File: config.mk
export PLATFORM = sky130hd
export DESIGN_NAME = moving_window_min_max_mean
export DESIGN_NICKNAME = d
export VERILOG_FILES = /design/src/hw/rtl/mwmm_pkg.sv /design/src/hw/rtl/mwmm_front.sv /design/src/hw/rtl/mwmm_fifo.sv /design/src/hw/rtl/mwmm_back.sv /design/src/hw/rtl/moving_window_min_max_mean.sv
export SDC_FILE = /design/constraint.sdc
export NUM_CORES = 2
export LEC_CHECK = 0
export BUFFER_PORTS_ARGS = -buffer_cell sky130_fd_sc_hd__buf_2
export CAP_MARGIN = 20
export CORE_ASPECT_RATIO = 1.4
export CORE_UTILIZATION = 35
export DETAILED_ROUTE_END_ITERATION = 10
export SYNTH_ARGS = -nofsm -noshare
export SYNTH_HDL_FRONTEND = slang
export SYNTH_SLANG_ARGS = --single-unit
File: constraint.sdc
create_clock -name clk -period 6.3 [get_ports clk]
set_input_delay 0.945 -clock clk [delete_from_list [all_inputs] [get_ports clk]]
set_output_delay 0.945 -clock clk [all_outputs]
set_load 0.05 [all_outputs]
File: src/hw/rtl/mwmm_pkg.sv
// shared constants for the moving window min/max/mean block
package mwmm_pkg;

    // default sizes
    localparam int MAX_WINDOW_DEF   = 64;
    localparam int SAMPLE_WIDTH_DEF = 32;

    // window length register
    localparam int              LEN_W     = 7;
    localparam logic [LEN_W-1:0] LEN_RESET = 7'd8;

    // depth of the task queue between front and back
    localparam int TASK_DEPTH = 2;

    // configuration port
    localparam int APB_DATA_W = 32;
    localparam int PADDR_W    = 3;
    localparam int REG_IDX_W  = PADDR_W - 2;

    // register indexes
    localparam logic [REG_IDX_W-1:0] REG_WINDOW_LEN = 1'b0;

endpackage

File: src/hw/rtl/mwmm_front.sv
// front end: takes samples, tracks column fill, computes pair results, issues tasks
module mwmm_front #(
    parameter int MAX_WINDOW   = mwmm_pkg::MAX_WINDOW_DEF,
    parameter int SAMPLE_WIDTH = mwmm_pkg::SAMPLE_WIDTH_DEF,
    parameter int RING_DEPTH   = MAX_WINDOW + mwmm_pkg::TASK_DEPTH + 1,
    parameter int EFF_W        = $clog2(MAX_WINDOW + 1),
    parameter int PTR_W        = $clog2(RING_DEPTH),
    parameter int TASK_W       = 3 * SAMPLE_WIDTH + 2 * EFF_W + PTR_W + 1
) (
    input  logic                          clk,
    input  logic                          rst_n,
    input  logic [mwmm_pkg::LEN_W-1:0]    window_len,
    input  logic signed [SAMPLE_WIDTH-1:0] sample,
    input  logic                          start_req,
    input  logic                          accept,
    output logic                          wr_en,
    output logic [PTR_W-1:0]              wr_addr,
    output logic [SAMPLE_WIDTH-1:0]       wr_data,
    output logic                          task_push,
    output logic [TASK_W-1:0]             task_data
);

    localparam int SW = SAMPLE_WIDTH;

    logic [EFF_W-1:0]        fill_reg, fill_next;
    logic [PTR_W-1:0]        wr_ptr_reg, wr_ptr_next;
    logic signed [SW-1:0]    prev_reg, prev_next;

    logic [EFF_W-1:0]        fill_cur;
    logic [EFF_W-1:0]        fill_new;
    logic [EFF_W-1:0]        eff;
    logic [EFF_W-1:0]        n_cnt;
    logic                    have_prev;
    logic signed [SW:0]      pair_sum;
    logic signed [SW:0]      pair_sum_adj;
    logic signed [SW:0]      diff_cp;
    logic signed [SW:0]      diff_pc;
    logic [SW-1:0]           pair_mean;
    logic [SW-1:0]           pair_abs;

    always_comb
    begin
        fill_cur  = start_req ? '0 : fill_reg;
        have_prev = (fill_cur != '0);
        fill_new  = (32'(fill_cur) == MAX_WINDOW) ? fill_cur : fill_cur + EFF_W'(1);

        // effective window, clamped to MAX_WINDOW
        if (32'(window_len) > MAX_WINDOW)
        begin
            eff = EFF_W'(MAX_WINDOW);
        end
        else
        begin
            eff = EFF_W'(window_len);
        end
        n_cnt = (eff < fill_new) ? eff : fill_new;

        // pair mean truncates toward zero
        pair_sum     = {sample[SW-1], sample} + {prev_reg[SW-1], prev_reg};
        pair_sum_adj = pair_sum + $signed({{SW{1'b0}}, pair_sum[SW]});
        diff_cp      = {sample[SW-1], sample} - {prev_reg[SW-1], prev_reg};
        diff_pc      = {prev_reg[SW-1], prev_reg} - {sample[SW-1], sample};
        pair_mean    = have_prev ? pair_sum_adj[SW:1] : '0;
        pair_abs     = have_prev ? (diff_cp[SW] ? diff_pc[SW-1:0] : diff_cp[SW-1:0]) : '0;

        fill_next   = fill_reg;
        wr_ptr_next = wr_ptr_reg;
        prev_next   = prev_reg;
        if (accept)
        begin
            fill_next   = fill_new;
            wr_ptr_next = (32'(wr_ptr_reg) == RING_DEPTH - 1) ? '0 : wr_ptr_reg + PTR_W'(1);
            prev_next   = sample;
        end

        wr_en     = accept;
        wr_addr   = wr_ptr_reg;
        wr_data   = sample;
        task_push = accept;
        task_data = {sample, n_cnt, eff, wr_ptr_reg, pair_mean, pair_abs, have_prev};
    end

    always_ff @(posedge clk or negedge rst_n)
    begin
        if (!rst_n)
        begin
            fill_reg   <= '0;
            wr_ptr_reg <= '0;
            prev_reg   <= '0;
        end
        else
        begin
            fill_reg   <= fill_next;
            wr_ptr_reg <= wr_ptr_next;
            prev_reg   <= prev_next;
        end
    end

endmodule

File: src/hw/rtl/mwmm_fifo.sv
// small task queue between front and back
module mwmm_fifo #(
    parameter int DEPTH = mwmm_pkg::TASK_DEPTH,
    parameter int WIDTH = 8
) (
    input  logic             clk,
    input  logic             rst_n,
    input  logic             push,
    input  logic [WIDTH-1:0] push_data,
    output logic             full,
    input  logic             pop,
    output logic [WIDTH-1:0] pop_data,
    output logic             empty
);

    localparam int PTR_W = (DEPTH > 1) ? $clog2(DEPTH) : 1;
    localparam int CNT_W = $clog2(DEPTH + 1);

    logic [WIDTH-1:0] entry_reg [DEPTH];
    logic [PTR_W-1:0] wr_ptr_reg, rd_ptr_reg;
    logic [CNT_W-1:0] count_reg;
    logic             do_push, do_pop;

    assign full     = (32'(count_reg) == DEPTH);
    assign empty    = (count_reg == '0);
    assign do_push  = push && !full;
    assign do_pop   = pop && !empty;
    assign pop_data = entry_reg[rd_ptr_reg];

    always_ff @(posedge clk)
    begin
        if (do_push)
        begin
            entry_reg[wr_ptr_reg] <= push_data;
        end
    end

    always_ff @(posedge clk or negedge rst_n)
    begin
        if (!rst_n)
        begin
            wr_ptr_reg <= '0;
            rd_ptr_reg <= '0;
            count_reg  <= '0;
        end
        else
        begin
            if (do_push)
            begin
                wr_ptr_reg <= (32'(wr_ptr_reg) == DEPTH - 1) ? '0 : wr_ptr_reg + PTR_W'(1);
            end
            if (do_pop)
            begin
                rd_ptr_reg <= (32'(rd_ptr_reg) == DEPTH - 1) ? '0 : rd_ptr_reg + PTR_W'(1);
            end
            if (do_push && !do_pop)
            begin
                count_reg <= count_reg + CNT_W'(1);
            end
            else if (do_pop && !do_push)
            begin
                count_reg <= count_reg - CNT_W'(1);
            end
        end
    end

endmodule

File: src/hw/rtl/mwmm_back.sv
// back end: sample ring, window scan for min/max/sum, serial divide, result register
module mwmm_back #(
    parameter int MAX_WINDOW   = mwmm_pkg::MAX_WINDOW_DEF,
    parameter int SAMPLE_WIDTH = mwmm_pkg::SAMPLE_WIDTH_DEF,
    parameter int RING_DEPTH   = MAX_WINDOW + mwmm_pkg::TASK_DEPTH + 1,
    parameter int EFF_W        = $clog2(MAX_WINDOW + 1),
    parameter int PTR_W        = $clog2(RING_DEPTH),
    parameter int TASK_W       = 3 * SAMPLE_WIDTH + 2 * EFF_W + PTR_W + 1
) (
    input  logic                     clk,
    input  logic                     rst_n,
    input  logic                     wr_en,
    input  logic [PTR_W-1:0]         wr_addr,
    input  logic [SAMPLE_WIDTH-1:0]  wr_data,
    input  logic                     task_empty,
    input  logic [TASK_W-1:0]        task_data,
    output logic                     task_pop,
    input  logic                     pop,
    output logic                     empty,
    output logic [SAMPLE_WIDTH-1:0]  win_min,
    output logic [SAMPLE_WIDTH-1:0]  win_max,
    output logic [SAMPLE_WIDTH-1:0]  win_range,
    output logic [SAMPLE_WIDTH-1:0]  win_mean,
    output logic                     win_valid,
    output logic [SAMPLE_WIDTH-1:0]  pair_mean,
    output logic [SAMPLE_WIDTH-1:0]  pair_abs_diff,
    output logic                     pair_valid
);

    localparam int SW     = SAMPLE_WIDTH;
    localparam int SUM_W  = SW + $clog2(MAX_WINDOW + 1);
    localparam int DCNT_W = $clog2(SUM_W);

    typedef enum logic [2:0] {
        S_IDLE,
        S_SCAN,
        S_PREP,
        S_DIV,
        S_WB
    } state_t;

    // ring of recent samples
    logic [SW-1:0] ring_mem [RING_DEPTH];
    logic [SW-1:0] rd_data_reg;
    logic          rd_en;
    logic [PTR_W-1:0] rd_addr;

    // task fields
    logic [SW-1:0]    t_cur;
    logic [EFF_W-1:0] t_n;
    logic [EFF_W-1:0] t_eff;
    logic [PTR_W-1:0] t_ptr;
    logic [SW-1:0]    t_pmean;
    logic [SW-1:0]    t_pabs;
    logic             t_pvalid;

    state_t               state_reg, state_next;
    logic [EFF_W-1:0]     n_reg, n_next;
    logic [EFF_W-1:0]     eff_reg, eff_next;
    logic [PTR_W-1:0]     ptr_reg, ptr_next;
    logic [EFF_W-1:0]     issue_reg, issue_next;
    logic [EFF_W-1:0]     got_reg, got_next;
    logic                 rd_vld_reg, rd_vld_next;
    logic signed [SW-1:0] min_reg, min_next;
    logic signed [SW-1:0] max_reg, max_next;
    logic [SUM_W-1:0]     sum_reg, sum_next;
    logic [SUM_W-1:0]     quo_reg, quo_next;
    logic [EFF_W-1:0]     rem_reg, rem_next;
    logic [DCNT_W-1:0]    dcnt_reg, dcnt_next;
    logic                 neg_reg, neg_next;
    logic                 wv_reg, wv_next;
    logic [SW-1:0]        pm_reg, pm_next;
    logic [SW-1:0]        pa_reg, pa_next;
    logic                 pv_reg, pv_next;

    logic                 res_valid_reg, res_valid_next;
    logic [SW-1:0]        o_min_reg, o_min_next;
    logic [SW-1:0]        o_max_reg, o_max_next;
    logic [SW-1:0]        o_range_reg, o_range_next;
    logic [SW-1:0]        o_mean_reg, o_mean_next;
    logic                 o_wv_reg, o_wv_next;
    logic [SW-1:0]        o_pm_reg, o_pm_next;
    logic [SW-1:0]        o_pa_reg, o_pa_next;
    logic                 o_pv_reg, o_pv_next;

    logic signed [SW-1:0] rd_val;
    logic [EFF_W:0]       rem_sh;
    logic                 rem_ge;
    logic [SUM_W-1:0]     quo_signed;

    assign {t_cur, t_n, t_eff, t_ptr, t_pmean, t_pabs, t_pvalid} = task_data;

    assign rd_en   = (state_reg == S_SCAN) && (issue_reg != n_reg);
    assign rd_addr = ptr_reg;
    assign rd_val  = $signed(rd_data_reg);

    always_ff @(posedge clk)
    begin
        if (wr_en)
        begin
            ring_mem[wr_addr] <= wr_data;
        end
        if (rd_en)
        begin
            rd_data_reg <= ring_mem[rd_addr];
        end
    end

    always_comb
    begin
        state_next     = state_reg;
        n_next         = n_reg;
        eff_next       = eff_reg;
        ptr_next       = ptr_reg;
        issue_next     = issue_reg;
        got_next       = got_reg;
        rd_vld_next    = rd_en;
        min_next       = min_reg;
        max_next       = max_reg;
        sum_next       = sum_reg;
        quo_next       = quo_reg;
        rem_next       = rem_reg;
        dcnt_next      = dcnt_reg;
        neg_next       = neg_reg;
        wv_next        = wv_reg;
        pm_next        = pm_reg;
        pa_next        = pa_reg;
        pv_next        = pv_reg;
        res_valid_next = res_valid_reg;
        o_min_next     = o_min_reg;
        o_max_next     = o_max_reg;
        o_range_next   = o_range_reg;
        o_mean_next    = o_mean_reg;
        o_wv_next      = o_wv_reg;
        o_pm_next      = o_pm_reg;
        o_pa_next      = o_pa_reg;
        o_pv_next      = o_pv_reg;
        task_pop       = 1'b0;

        rem_sh     = {rem_reg, quo_reg[SUM_W-1]};
        rem_ge     = (rem_sh >= {1'b0, eff_reg});
        quo_signed = neg_reg ? (~quo_reg + SUM_W'(1)) : quo_reg;

        if (res_valid_reg && pop)
        begin
            res_valid_next = 1'b0;
        end

        unique case (state_reg)
            S_IDLE:
            begin
                if (!task_empty)
                begin
                    task_pop   = 1'b1;
                    n_next     = t_n;
                    eff_next   = t_eff;
                    ptr_next   = t_ptr;
                    issue_next = '0;
                    got_next   = '0;
                    min_next   = $signed(t_cur);
                    max_next   = $signed(t_cur);
                    sum_next   = '0;
                    quo_next   = '0;
                    wv_next    = (t_eff != '0);
                    pm_next    = t_pmean;
                    pa_next    = t_pabs;
                    pv_next    = t_pvalid;
                    state_next = (t_eff != '0) ? S_SCAN : S_WB;
                end
            end

            S_SCAN:
            begin
                // one read issued and one sample folded per cycle, newest first
                if (rd_en)
                begin
                    issue_next = issue_reg + EFF_W'(1);
                    ptr_next   = (ptr_reg == '0) ? PTR_W'(RING_DEPTH - 1)
                                                 : ptr_reg - PTR_W'(1);
                end
                if (rd_vld_reg)
                begin
                    if (rd_val < min_reg)
                    begin
                        min_next = rd_val;
                    end
                    if (rd_val > max_reg)
                    begin
                        max_next = rd_val;
                    end
                    sum_next = sum_reg + {{(SUM_W-SW){rd_data_reg[SW-1]}}, rd_data_reg};
                    got_next = got_reg + EFF_W'(1);
                    if (got_reg + EFF_W'(1) == n_reg)
                    begin
                        state_next = S_PREP;
                    end
                end
            end

            S_PREP:
            begin
                neg_next   = sum_reg[SUM_W-1];
                quo_next   = sum_reg[SUM_W-1] ? (~sum_reg + SUM_W'(1)) : sum_reg;
                rem_next   = '0;
                dcnt_next  = '0;
                state_next = S_DIV;
            end

            S_DIV:
            begin
                // restoring divide of the magnitude, one quotient bit per cycle
                rem_next  = rem_ge ? EFF_W'(rem_sh - {1'b0, eff_reg}) : rem_sh[EFF_W-1:0];
                quo_next  = {quo_reg[SUM_W-2:0], rem_ge};
                dcnt_next = dcnt_reg + DCNT_W'(1);
                if (32'(dcnt_reg) == SUM_W - 1)
                begin
                    state_next = S_WB;
                end
            end

            S_WB:
            begin
                if (!res_valid_reg || pop)
                begin
                    res_valid_next = 1'b1;
                    o_min_next     = wv_reg ? min_reg : '0;
                    o_max_next     = wv_reg ? max_reg : '0;
                    o_range_next   = wv_reg ? (max_reg - min_reg) : '0;
                    o_mean_next    = wv_reg ? quo_signed[SW-1:0] : '0;
                    o_wv_next      = wv_reg;
                    o_pm_next      = pm_reg;
                    o_pa_next      = pa_reg;
                    o_pv_next      = pv_reg;
                    state_next     = S_IDLE;
                end
            end

            default:
            begin
                state_next = S_IDLE;
            end
        endcase
    end

    always_ff @(posedge clk or negedge rst_n)
    begin
        if (!rst_n)
        begin
            state_reg     <= S_IDLE;
            n_reg         <= '0;
            eff_reg       <= '0;
            ptr_reg       <= '0;
            issue_reg     <= '0;
            got_reg       <= '0;
            rd_vld_reg    <= 1'b0;
            min_reg       <= '0;
            max_reg       <= '0;
            sum_reg       <= '0;
            quo_reg       <= '0;
            rem_reg       <= '0;
            dcnt_reg      <= '0;
            neg_reg       <= 1'b0;
            wv_reg        <= 1'b0;
            pm_reg        <= '0;
            pa_reg        <= '0;
            pv_reg        <= 1'b0;
            res_valid_reg <= 1'b0;
            o_min_reg     <= '0;
            o_max_reg     <= '0;
            o_range_reg   <= '0;
            o_mean_reg    <= '0;
            o_wv_reg      <= 1'b0;
            o_pm_reg      <= '0;
            o_pa_reg      <= '0;
            o_pv_reg      <= 1'b0;
        end
        else
        begin
            state_reg     <= state_next;
            n_reg         <= n_next;
            eff_reg       <= eff_next;
            ptr_reg       <= ptr_next;
            issue_reg     <= issue_next;
            got_reg       <= got_next;
            rd_vld_reg    <= rd_vld_next;
            min_reg       <= min_next;
            max_reg       <= max_next;
            sum_reg       <= sum_next;
            quo_reg       <= quo_next;
            rem_reg       <= rem_next;
            dcnt_reg      <= dcnt_next;
            neg_reg       <= neg_next;
            wv_reg        <= wv_next;
            pm_reg        <= pm_next;
            pa_reg        <= pa_next;
            pv_reg        <= pv_next;
            res_valid_reg <= res_valid_next;
            o_min_reg     <= o_min_next;
            o_max_reg     <= o_max_next;
            o_range_reg   <= o_range_next;
            o_mean_reg    <= o_mean_next;
            o_wv_reg      <= o_wv_next;
            o_pm_reg      <= o_pm_next;
            o_pa_reg      <= o_pa_next;
            o_pv_reg      <= o_pv_next;
        end
    end

    assign empty         = !res_valid_reg;
    assign win_min       = o_min_reg;
    assign win_max       = o_max_reg;
    assign win_range     = o_range_reg;
    assign win_mean      = o_mean_reg;
    assign win_valid     = o_wv_reg;
    assign pair_mean     = o_pm_reg;
    assign pair_abs_diff = o_pa_reg;
    assign pair_valid    = o_pv_reg;

endmodule

File: src/hw/rtl/moving_window_min_max_mean.sv
// top level of the moving window min/max/mean block
//
//   channel   | handshake            | beat
//   ----------+----------------------+-----------------------------------------
//   input     | push / full          | sample, start_req
//   result    | pop / empty          | win_min/max/range/mean/valid, pair_*
//   config    | psel/penable/pready  | window_len at byte address 0
//
// the front takes one beat per cycle while the two-entry task queue has room
// the back takes a new item only once the last is written back: it reads the window
// samples from the ring's single read port one per cycle, then runs a one-bit-per-cycle
// divide over SUM_W = SAMPLE_WIDTH + clog2(MAX_WINDOW+1) bits
// rst_n clears fill count, ring pointer and all control; the ring itself is not cleared
// a result that is not popped holds the back, and a full task queue raises full
module moving_window_min_max_mean #(
    parameter int MAX_WINDOW   = mwmm_pkg::MAX_WINDOW_DEF,
    parameter int SAMPLE_WIDTH = mwmm_pkg::SAMPLE_WIDTH_DEF
) (
    input  logic                                clk,
    input  logic                                rst_n,

    // config port
    input  logic                                psel,
    input  logic                                penable,
    input  logic                                pwrite,
    input  logic [mwmm_pkg::PADDR_W-1:0]        paddr,
    input  logic [mwmm_pkg::APB_DATA_W-1:0]     pwdata,
    output logic [mwmm_pkg::APB_DATA_W-1:0]     prdata,
    output logic                                pready,

    // input side
    input  logic                                push,
    output logic                                full,
    input  logic signed [SAMPLE_WIDTH-1:0]      sample,
    input  logic                                start_req,

    // result side
    input  logic                                pop,
    output logic                                empty,
    output logic signed [SAMPLE_WIDTH-1:0]      win_min,
    output logic signed [SAMPLE_WIDTH-1:0]      win_max,
    output logic [SAMPLE_WIDTH-1:0]             win_range,
    output logic signed [SAMPLE_WIDTH-1:0]      win_mean,
    output logic                                win_valid,
    output logic signed [SAMPLE_WIDTH-1:0]      pair_mean,
    output logic [SAMPLE_WIDTH-1:0]             pair_abs_diff,
    output logic                                pair_valid
);

    // ring holds the longest window plus every sample that can be queued behind it
    localparam int RING_DEPTH = MAX_WINDOW + mwmm_pkg::TASK_DEPTH + 1;
    localparam int EFF_W      = $clog2(MAX_WINDOW + 1);
    localparam int PTR_W      = $clog2(RING_DEPTH);
    localparam int TASK_W     = 3 * SAMPLE_WIDTH + 2 * EFF_W + PTR_W + 1;

    // window length register
    logic [mwmm_pkg::LEN_W-1:0]     window_len_reg;
    logic [mwmm_pkg::REG_IDX_W-1:0] reg_idx;
    logic                           cfg_write;

    // front to queue to back
    logic                      in_accept;
    logic                      wr_en;
    logic [PTR_W-1:0]          wr_addr;
    logic [SAMPLE_WIDTH-1:0]   wr_data;
    logic                      task_push;
    logic [TASK_W-1:0]         task_in;
    logic [TASK_W-1:0]         task_out;
    logic                      task_empty;
    logic                      task_pop;

    logic [SAMPLE_WIDTH-1:0]   win_min_u;
    logic [SAMPLE_WIDTH-1:0]   win_max_u;
    logic [SAMPLE_WIDTH-1:0]   win_mean_u;
    logic [SAMPLE_WIDTH-1:0]   pair_mean_u;

    // register access: no wait states, word index above the byte offset
    assign pready    = 1'b1;
    assign reg_idx   = paddr[mwmm_pkg::PADDR_W-1:2];
    assign cfg_write = psel && penable && pwrite && pready
                       && (reg_idx == mwmm_pkg::REG_WINDOW_LEN);

    always_comb
    begin
        prdata = '0;
        if (reg_idx == mwmm_pkg::REG_WINDOW_LEN)
        begin
            prdata = mwmm_pkg::APB_DATA_W'(window_len_reg);
        end
    end

    always_ff @(posedge clk or negedge rst_n)
    begin
        if (!rst_n)
        begin
            window_len_reg <= mwmm_pkg::LEN_RESET;
        end
        else if (cfg_write)
        begin
            window_len_reg <= pwdata[mwmm_pkg::LEN_W-1:0];
        end
    end

    // a beat is taken whenever the task queue has room
    assign in_accept = push && !full;

    mwmm_front #(
        .MAX_WINDOW   (MAX_WINDOW),
        .SAMPLE_WIDTH (SAMPLE_WIDTH),
        .RING_DEPTH   (RING_DEPTH),
        .EFF_W        (EFF_W),
        .PTR_W        (PTR_W),
        .TASK_W       (TASK_W)
    ) u_front (
        .clk        (clk),
        .rst_n      (rst_n),
        .window_len (window_len_reg),
        .sample     (sample),
        .start_req  (start_req),
        .accept     (in_accept),
        .wr_en      (wr_en),
        .wr_addr    (wr_addr),
        .wr_data    (wr_data),
        .task_push  (task_push),
        .task_data  (task_in)
    );

    mwmm_fifo #(
        .DEPTH (mwmm_pkg::TASK_DEPTH),
        .WIDTH (TASK_W)
    ) u_fifo (
        .clk       (clk),
        .rst_n     (rst_n),
        .push      (task_push),
        .push_data (task_in),
        .full      (full),
        .pop       (task_pop),
        .pop_data  (task_out),
        .empty     (task_empty)
    );

    mwmm_back #(
        .MAX_WINDOW   (MAX_WINDOW),
        .SAMPLE_WIDTH (SAMPLE_WIDTH),
        .RING_DEPTH   (RING_DEPTH),
        .EFF_W        (EFF_W),
        .PTR_W        (PTR_W),
        .TASK_W       (TASK_W)
    ) u_back (
        .clk           (clk),
        .rst_n         (rst_n),
        .wr_en         (wr_en),
        .wr_addr       (wr_addr),
        .wr_data       (wr_data),
        .task_empty    (task_empty),
        .task_data     (task_out),
        .task_pop      (task_pop),
        .pop           (pop),
        .empty         (empty),
        .win_min       (win_min_u),
        .win_max       (win_max_u),
        .win_range     (win_range),
        .win_mean      (win_mean_u),
        .win_valid     (win_valid),
        .pair_mean     (pair_mean_u),
        .pair_abs_diff (pair_abs_diff),
        .pair_valid    (pair_valid)
    );

    assign win_min   = $signed(win_min_u);
    assign win_max   = $signed(win_max_u);
    assign win_mean  = $signed(win_mean_u);
    assign pair_mean = $signed(pair_mean_u);

`ifndef SYNTHESIS
    // a window result never has its minimum above its maximum
    a_min_le_max: assert property (@(posedge clk) disable iff (!rst_n)
        (!empty && win_valid) |-> (win_min <= win_max))
        else $error("window minimum above maximum");

    // range is the difference of the reported extremes
    a_range: assert property (@(posedge clk) disable iff (!rst_n)
        (!empty && win_valid) |-> (win_range == SAMPLE_WIDTH'(win_max - win_min)))
        else $error("window range inconsistent with min and max");

    // invalid window fields read as zero
    a_win_zero: assert property (@(posedge clk) disable iff (!rst_n)
        (!empty && !win_valid) |-> (win_min == '0 && win_max == '0
                                    && win_range == '0 && win_mean == '0))
        else $error("invalid window result not zero");

    // invalid pair fields read as zero
    a_pair_zero: assert property (@(posedge clk) disable iff (!rst_n)
        (!empty && !pair_valid) |-> (pair_mean == '0 && pair_abs_diff == '0))
        else $error("invalid pair result not zero");
`endif

endmodule

Word-level counts from Yosys, hierarchy flattened
Memories as Yosys holds them, arrays and structs flattened. A register that Yosys moved wholly into a read port is not among the register bits.
Index checks and enable logic that the tools add are counted.
{ "totals": {"memories": 2, "ramBits": 2380, "ff_bits": 513, "word_cells": 173, "input_bits": 75, "out_inout_bits": 229} }
{ "classes": {"order_cmp": 5, "n_reduce_logical": 33, "bitwise_logic": 4, "n_addsub": 19, "mux": 58, "eq_ne": 18} }
{ "mem_list": {"columns": ["name", "words", "width", "read_ports", "rd_ports_with_merged_regs", "wr", "line_no", "rtl"], "rows": [
  ["u_back.ring_mem", 67, 32, 1, 1, 1, "mwmm_back.sv:43", "logic [SW-1:0] ring_mem [RING_DEPTH];"],
  ["u_fifo.entry_reg", 2, 118, 1, 0, 1, "mwmm_fifo.sv:19", "logic [WIDTH-1:0] entry_reg [DEPTH];"]
]} }
{ "op_table": {"columns": ["op", "n"], "rows": [
  ["$mux W32", 13],
  ["$pmux W32 S2", 2],
  ["$mux W39", 3],
  ["$pmux W39 S3", 1],
  ["$mux W7", 13],
  ["$pmux W39 S2", 1],
  ["$sub A32 B32 Y32", 2],
  ["$pmux W7 S2", 4],
  ["$add A39 B1 Y39 const B", 1],
  ["$add A39 B39 Y39", 1],
  ["$not A39 Y39", 1],
  ["$add A32 B32 Y33", 1],
  ["$add A33 B2 Y33", 1],
  ["$sub A32 B32 Y33", 1],
  ["$add A32 B1 Y32 const B", 1],
  ["$gt A32 B32 Y1", 1],
  ["$lt A32 B32 Y1", 1],
  ["$not A32 Y32", 1],
  ["$add A7 B1 Y7 const B", 4],
  ["$mux W3", 6],
  ["$pmux W3 S5", 1],
  ["$eq A7 B7 Y1 const B", 2],
  ["$reduce_bool A7 Y1", 2],
  ["$pmux W6 S2", 1],
  ["other kinds (33)", 72]
]} }

Logic depth before layout (Yosys ltp)
{ "logic_depth": {"ltp_word": 8, "mapped_depth": 19} }

Hierarchy
Synthesis repeated with hierarchy kept, for this count alone.
{ "unflattened": {"cells_unflattened": 8287, "area_unflattened_um2": 126681.5} }
{ "by_module_without_submodules": {"columns": ["module", "seq_area_each_um2", "cells_per_inst", "instances", "area_per_inst_um2"], "rows": [
  ["mwmm_back", 76753.6, 6507, 1, 107893.5],
  ["mwmm_front", 1151.1, 1343, 1, 9484.1],
  ["mwmm_fifo", 7186.9, 386, 1, 8754.6],
  ["moving_window_min_max_mean", 176.4, 51, 1, 549.3]
]} }

Least setup slack after synthesis
OpenSTA, ideal clock, no wires.
{ "synth_path": {"path_kind": "in2reg", "start": "input port push", "end": "memory u_fifo.entry_reg[0][0] (netlist bit) (enable)", "path_stages": 4, "t_arrival_ps": 6350, "path_slack_ps": -646, "setup_ps": 597, "required_ps": 5703, "cell_sequence": "nand2_1 buf_1 clkbuf_1 nor2_1"} }
{ "synth_between": {"elab_chain_len": 4} }
{ "synth_lines": {"columns": ["item", "line_no", "rtl"], "rows": [
  ["start: declaration", "moving_window_min_max_mean.sv:32", "input logic push,"],
  ["$logic_and A1 B1 Y1", "moving_window_min_max_mean.sv:105", "assign in_accept = push && !full;"],
  ["$logic_and A1 B1 Y1", "mwmm_fifo.sv:26", "assign do_push = push && !full;"],
  ["$mux W1", "mwmm_fifo.sv:32", "if (do_push)"],
  ["$mux W1 (implied by the code)", "mwmm_fifo.sv:34", "entry_reg[wr_ptr_reg] <= push_data;"],
  ["end: declaration", "mwmm_fifo.sv:19", null]
]} }
No other way between the ends.

Final worst setup path
{ "layout_path": {"start": "input port sample[4]", "end": "memory u_fifo.entry_reg[1][64] (netlist bit), data pin"} }
{ "layout_between": {"elab_chain_len": 3} }
{ "layout_lines": {"columns": ["item", "line_no", "rtl"], "rows": [
  ["start: declaration", "moving_window_min_max_mean.sv:34", "input logic signed [SAMPLE_WIDTH-1:0] sample,"],
  ["$add A32 B32 Y33", "mwmm_front.sv:59", "pair_sum = {sample[SW-1], sample} + {prev_reg[SW-1], prev_reg};"],
  ["$add A33 B2 Y33", "mwmm_front.sv:60", "pair_sum_adj = pair_sum + $signed({{SW{1'b0}}, pair_sum[SW]});"],
  ["$mux W32", "mwmm_front.sv:63", "pair_mean = have_prev ? pair_sum_adj[SW:1] : '0;"],
  ["net task_in[64]", "moving_window_min_max_mean.sv:67", "logic [TASK_W-1:0] task_in;"]
]} }
The timed path passes the listed nets, and every way through them passes these cells.

==> run summary <==
Clock latency on the worst-skew pair -> 940 ps
Dpl hpwl -> 238000 µm
Post-CTS sizing -> 0
CP Max Fanout -> 6
# DRC -> 0
Post-synth EDFFs -> 2412
Critical path class -> in -> reg
Die width -> 508 µm
Num rows -> 259
CP delay by family, top -> simple AND/OR/NAND/NOR gates
Final GP Congestion -> 0.878
Longest Clk Path Bufs -> 4
CP endpoint kind -> register
Via density -> 5.40
WL per Instance -> 27.4 µm
CP Launch Type -> input port
Pwr per Cell Area -> 504 nW/µm²
Worst-margin pin slew -> 1170 ps
Setup bufs post-CTS -> 0
Grt ovf -> 0
Die ar. -> 360000 µm²
Fin crit share -> 0.848
Sequential cell area fraction in the yosys report -> 0.681
Fin. Hold Viols -> 0
P&R area growth vs syn -> 14.0%
Core Util, Final -> 0.401
#FFs+latches synth -> 2925
Slowest stage cell, crit path -> nor4_1
Final Slew Violations -> 0
Mapped Cells -> 7865
Final setup viols -> 0
Layout Nets -> 8614
Total wire length -> 362000 µm
P_int -> 44.2 mW
Placed Area -> 134000 µm²
Core ar. -> 356000 µm²
Slew HR -> 0.219
WP data required -> 6960 ps
Hold buffers post-CTS -> 1
CTS tree -> built
CTS Buf Count -> 285
Global-route wire length before repair -> 519000 µm
CTS clk-pin slew, worst paths -> 60 ps
Clock sink total -> 2925
Ys async rst share -> 0.175
Fin crit period -> 5340 ps
Netlist cell types -> 95
Type of the worst min-delay path -> in -> reg
Initial antenna violation count -> 24
Max incr delay on CP -> 550 ps
Yosys warning count -> 0
DR vias -> 71323
Clk root buf -> clkbuf_16
Top FF cell, synth -> edfxtp_1
Height of the die -> 710 µm
Buffers on Ports -> 250
Switching Share -> 0.387
DR iter-0 viols -> 6167
Fmax -> 187 MHz
CP cell instances -> buf_2 -> inv_1 -> ha_1 -> nor2b_1 -> o21ai_2 -> a31oi_1 -> nor4_1 -> o31ai_1 -> a31oi_1 -> nor2_1 -> nor2_1 -> ha_1 -> and3_1 -> nand2_1 -> nor4b_2 -> nand4_1 -> a2111o_1 -> a2111oi_0 -> mux2i_1
Starting Density -> 0.352
Fillers -> 32292
Share of cells above drive strength 1 -> 0.208
CP bufs+invs -> 2
Largest register FFs -> 2144
Routed Antenna Nets -> 0
Max-cap violation count -> 0
Vias in the first global route -> 72695
Status -> finished clean
Static Leakage -> 50.9 nW
TritonRoute pass-1 iters -> 5
RSZ-0062 raised after global routing -> no
Mapped cell area -> 125000 µm²
Design area -> 143000 µm²
CP arrival -> 6000 ps
Logic gate share of total power -> 0.404
Clock share of power -> 0.236
Total track usage -> 0.198
VDD IR-drop max -> 0.344 mV
Largest net degree at the start of global routing -> 147
Design Power -> 72.0 mW
H-tree Lvls -> 5
P_sw -> 27.8 mW
Fin Clk Skew -> 98.4 ps
Setup TNS -> 0 ps
IO Count -> 304
Reg power frac -> 0.359
Avg Synthesized Cell Area -> 15.9 µm²
==> metrics by stage <==
| stage | setup WS, ps | instances | hold WS (ps) |
|---|---|---|---|
| 2_1_floorplan | 1340 | 7889 | 439 |
| 3_3_place_gp | 203 | 12685 | 447 |
| 3_5_place_dp | 105 | 12688 | 451 |
| 4_1_cts | 1010 | 13191 | 280 |
| 5_1_grt | 680 | 13208 | 319 |
| 6_report | 960 | 13212 | 351 |
==> cells in the final DEF, fill, tap and decap left out, drive strengths merged, types with 232 or more instances in the layout <==
cell and instances:
nor2 322, mux4 610, buf 519, nand2 811, a21oi 280, inv 232
mux2i 235, clkbuf 355, edfxtp 2412, dfrtp 512, ha 253, o21ai 450
==> logic make-up after synthesis <==
logic type      Yosys count  share of synthesized area
xor+xnor                218                     0.0152
compound gates         1242                     0.0617
simple gates           1645                     0.0590
fa+ha+maj               259                     0.0262
other cells               2                  0.0000600
mux                     937                      0.137
flops                  2925                      0.681
buf+inv                 637                     0.0201
==> cell usage after synthesis (44+ instances only) <==
library cell / count / area share
dfrtp_1: 512 / 0.10
mux2_2: 92 / 0.0083
edfxtp_1: 2412 / 0.58
clkbuf_1: 273 / 0.0082
nand2_1: 811 / 0.024
mux2i_1: 235 / 0.019
nand4_1: 44 / 0.0022
nor2b_1: 59 / 0.0029
a21o_1: 103 / 0.0062
buf_1: 96 / 0.0029
nor3_1: 59 / 0.0024
ha_1: 253 / 0.025
mux4_2: 610 / 0.11
inv_1: 216 / 0.0065
nor2_1: 322 / 0.0097
a21oi_1: 280 / 0.011
nand3_1: 131 / 0.0052
o21ai_0: 446 / 0.018
xor2_1: 120 / 0.0084
xnor2_1: 98 / 0.0069
==> area by class of cell <==
type / count / area, µm² / area share
clock inverter: 148 / 1460 / 0.0102
sequential: 2925 / 85300 / 0.597
inverter: 220 / 828 / 0.00580
timing repair buffer: 521 / 3540 / 0.0248
clock buffer: 354 / 7640 / 0.0535
antenna: 19 / 47.5 / 0.000333
tap: 4698 / 5880 / 0.0412
multi-input combinational: 4327 / 38100 / 0.267
==> metal layers <==
| layer | up-vias | share of wire | GRT usage |
|---|---|---|---|
| met3 | 508 | 0.054 | 0.0246 |
| met1 | 37319 | 0.38 | 0.239 |
| met4 | 6 | 0.047 | 0.0850 |
| met2 | 2255 | 0.52 | 0.355 |
| li1 | 31235 | - | - |
| met5 | - | 0.000094 | 0 |
==> final timing paths <==
path,depth (start not counted),start,end,slack [ps]
min in group asynchronous,2,rst_n,u_front.prev_reg[0],600
min reg2reg,2,u_back.win_max[12],u_back.win_max[12],460
max reg2reg,17,u_front.prev_reg[2],u_fifo.entry_reg[1][64],1260
max in group asynchronous,3,rst_n,u_back.wv_reg,4270
max,19,sample[4],u_fifo.entry_reg[1][64],960
min,2,pwdata[2],window_len_reg[2],350
==> worst reg2reg max path: cells and delay by family, from the launching register on <==
| family | cells | cell delay, ps |
|---|---|---|
| AOI/OAI and AO/OA | 6 | 1720 |
| adders and majority gates | 2 | 650 |
| DFF | 1 | 400 |
| muxes | 1 | 320 |
| and+or+nand+nor | 8 | 1730 |
==> power by group through the flow <==
stage	clock network [mW]	registers, mW	logic, mW
after floorplan	0	27.2	17.9
after global placement	0	26.2	28.9
after detailed placement	0	26.3	29.2
after CTS	17.4	25.9	29.3
after global routing	18.0	26.2	31.2
final	17.0	25.9	29.1
Note: power is estimated with default switching activity, not from simulation.
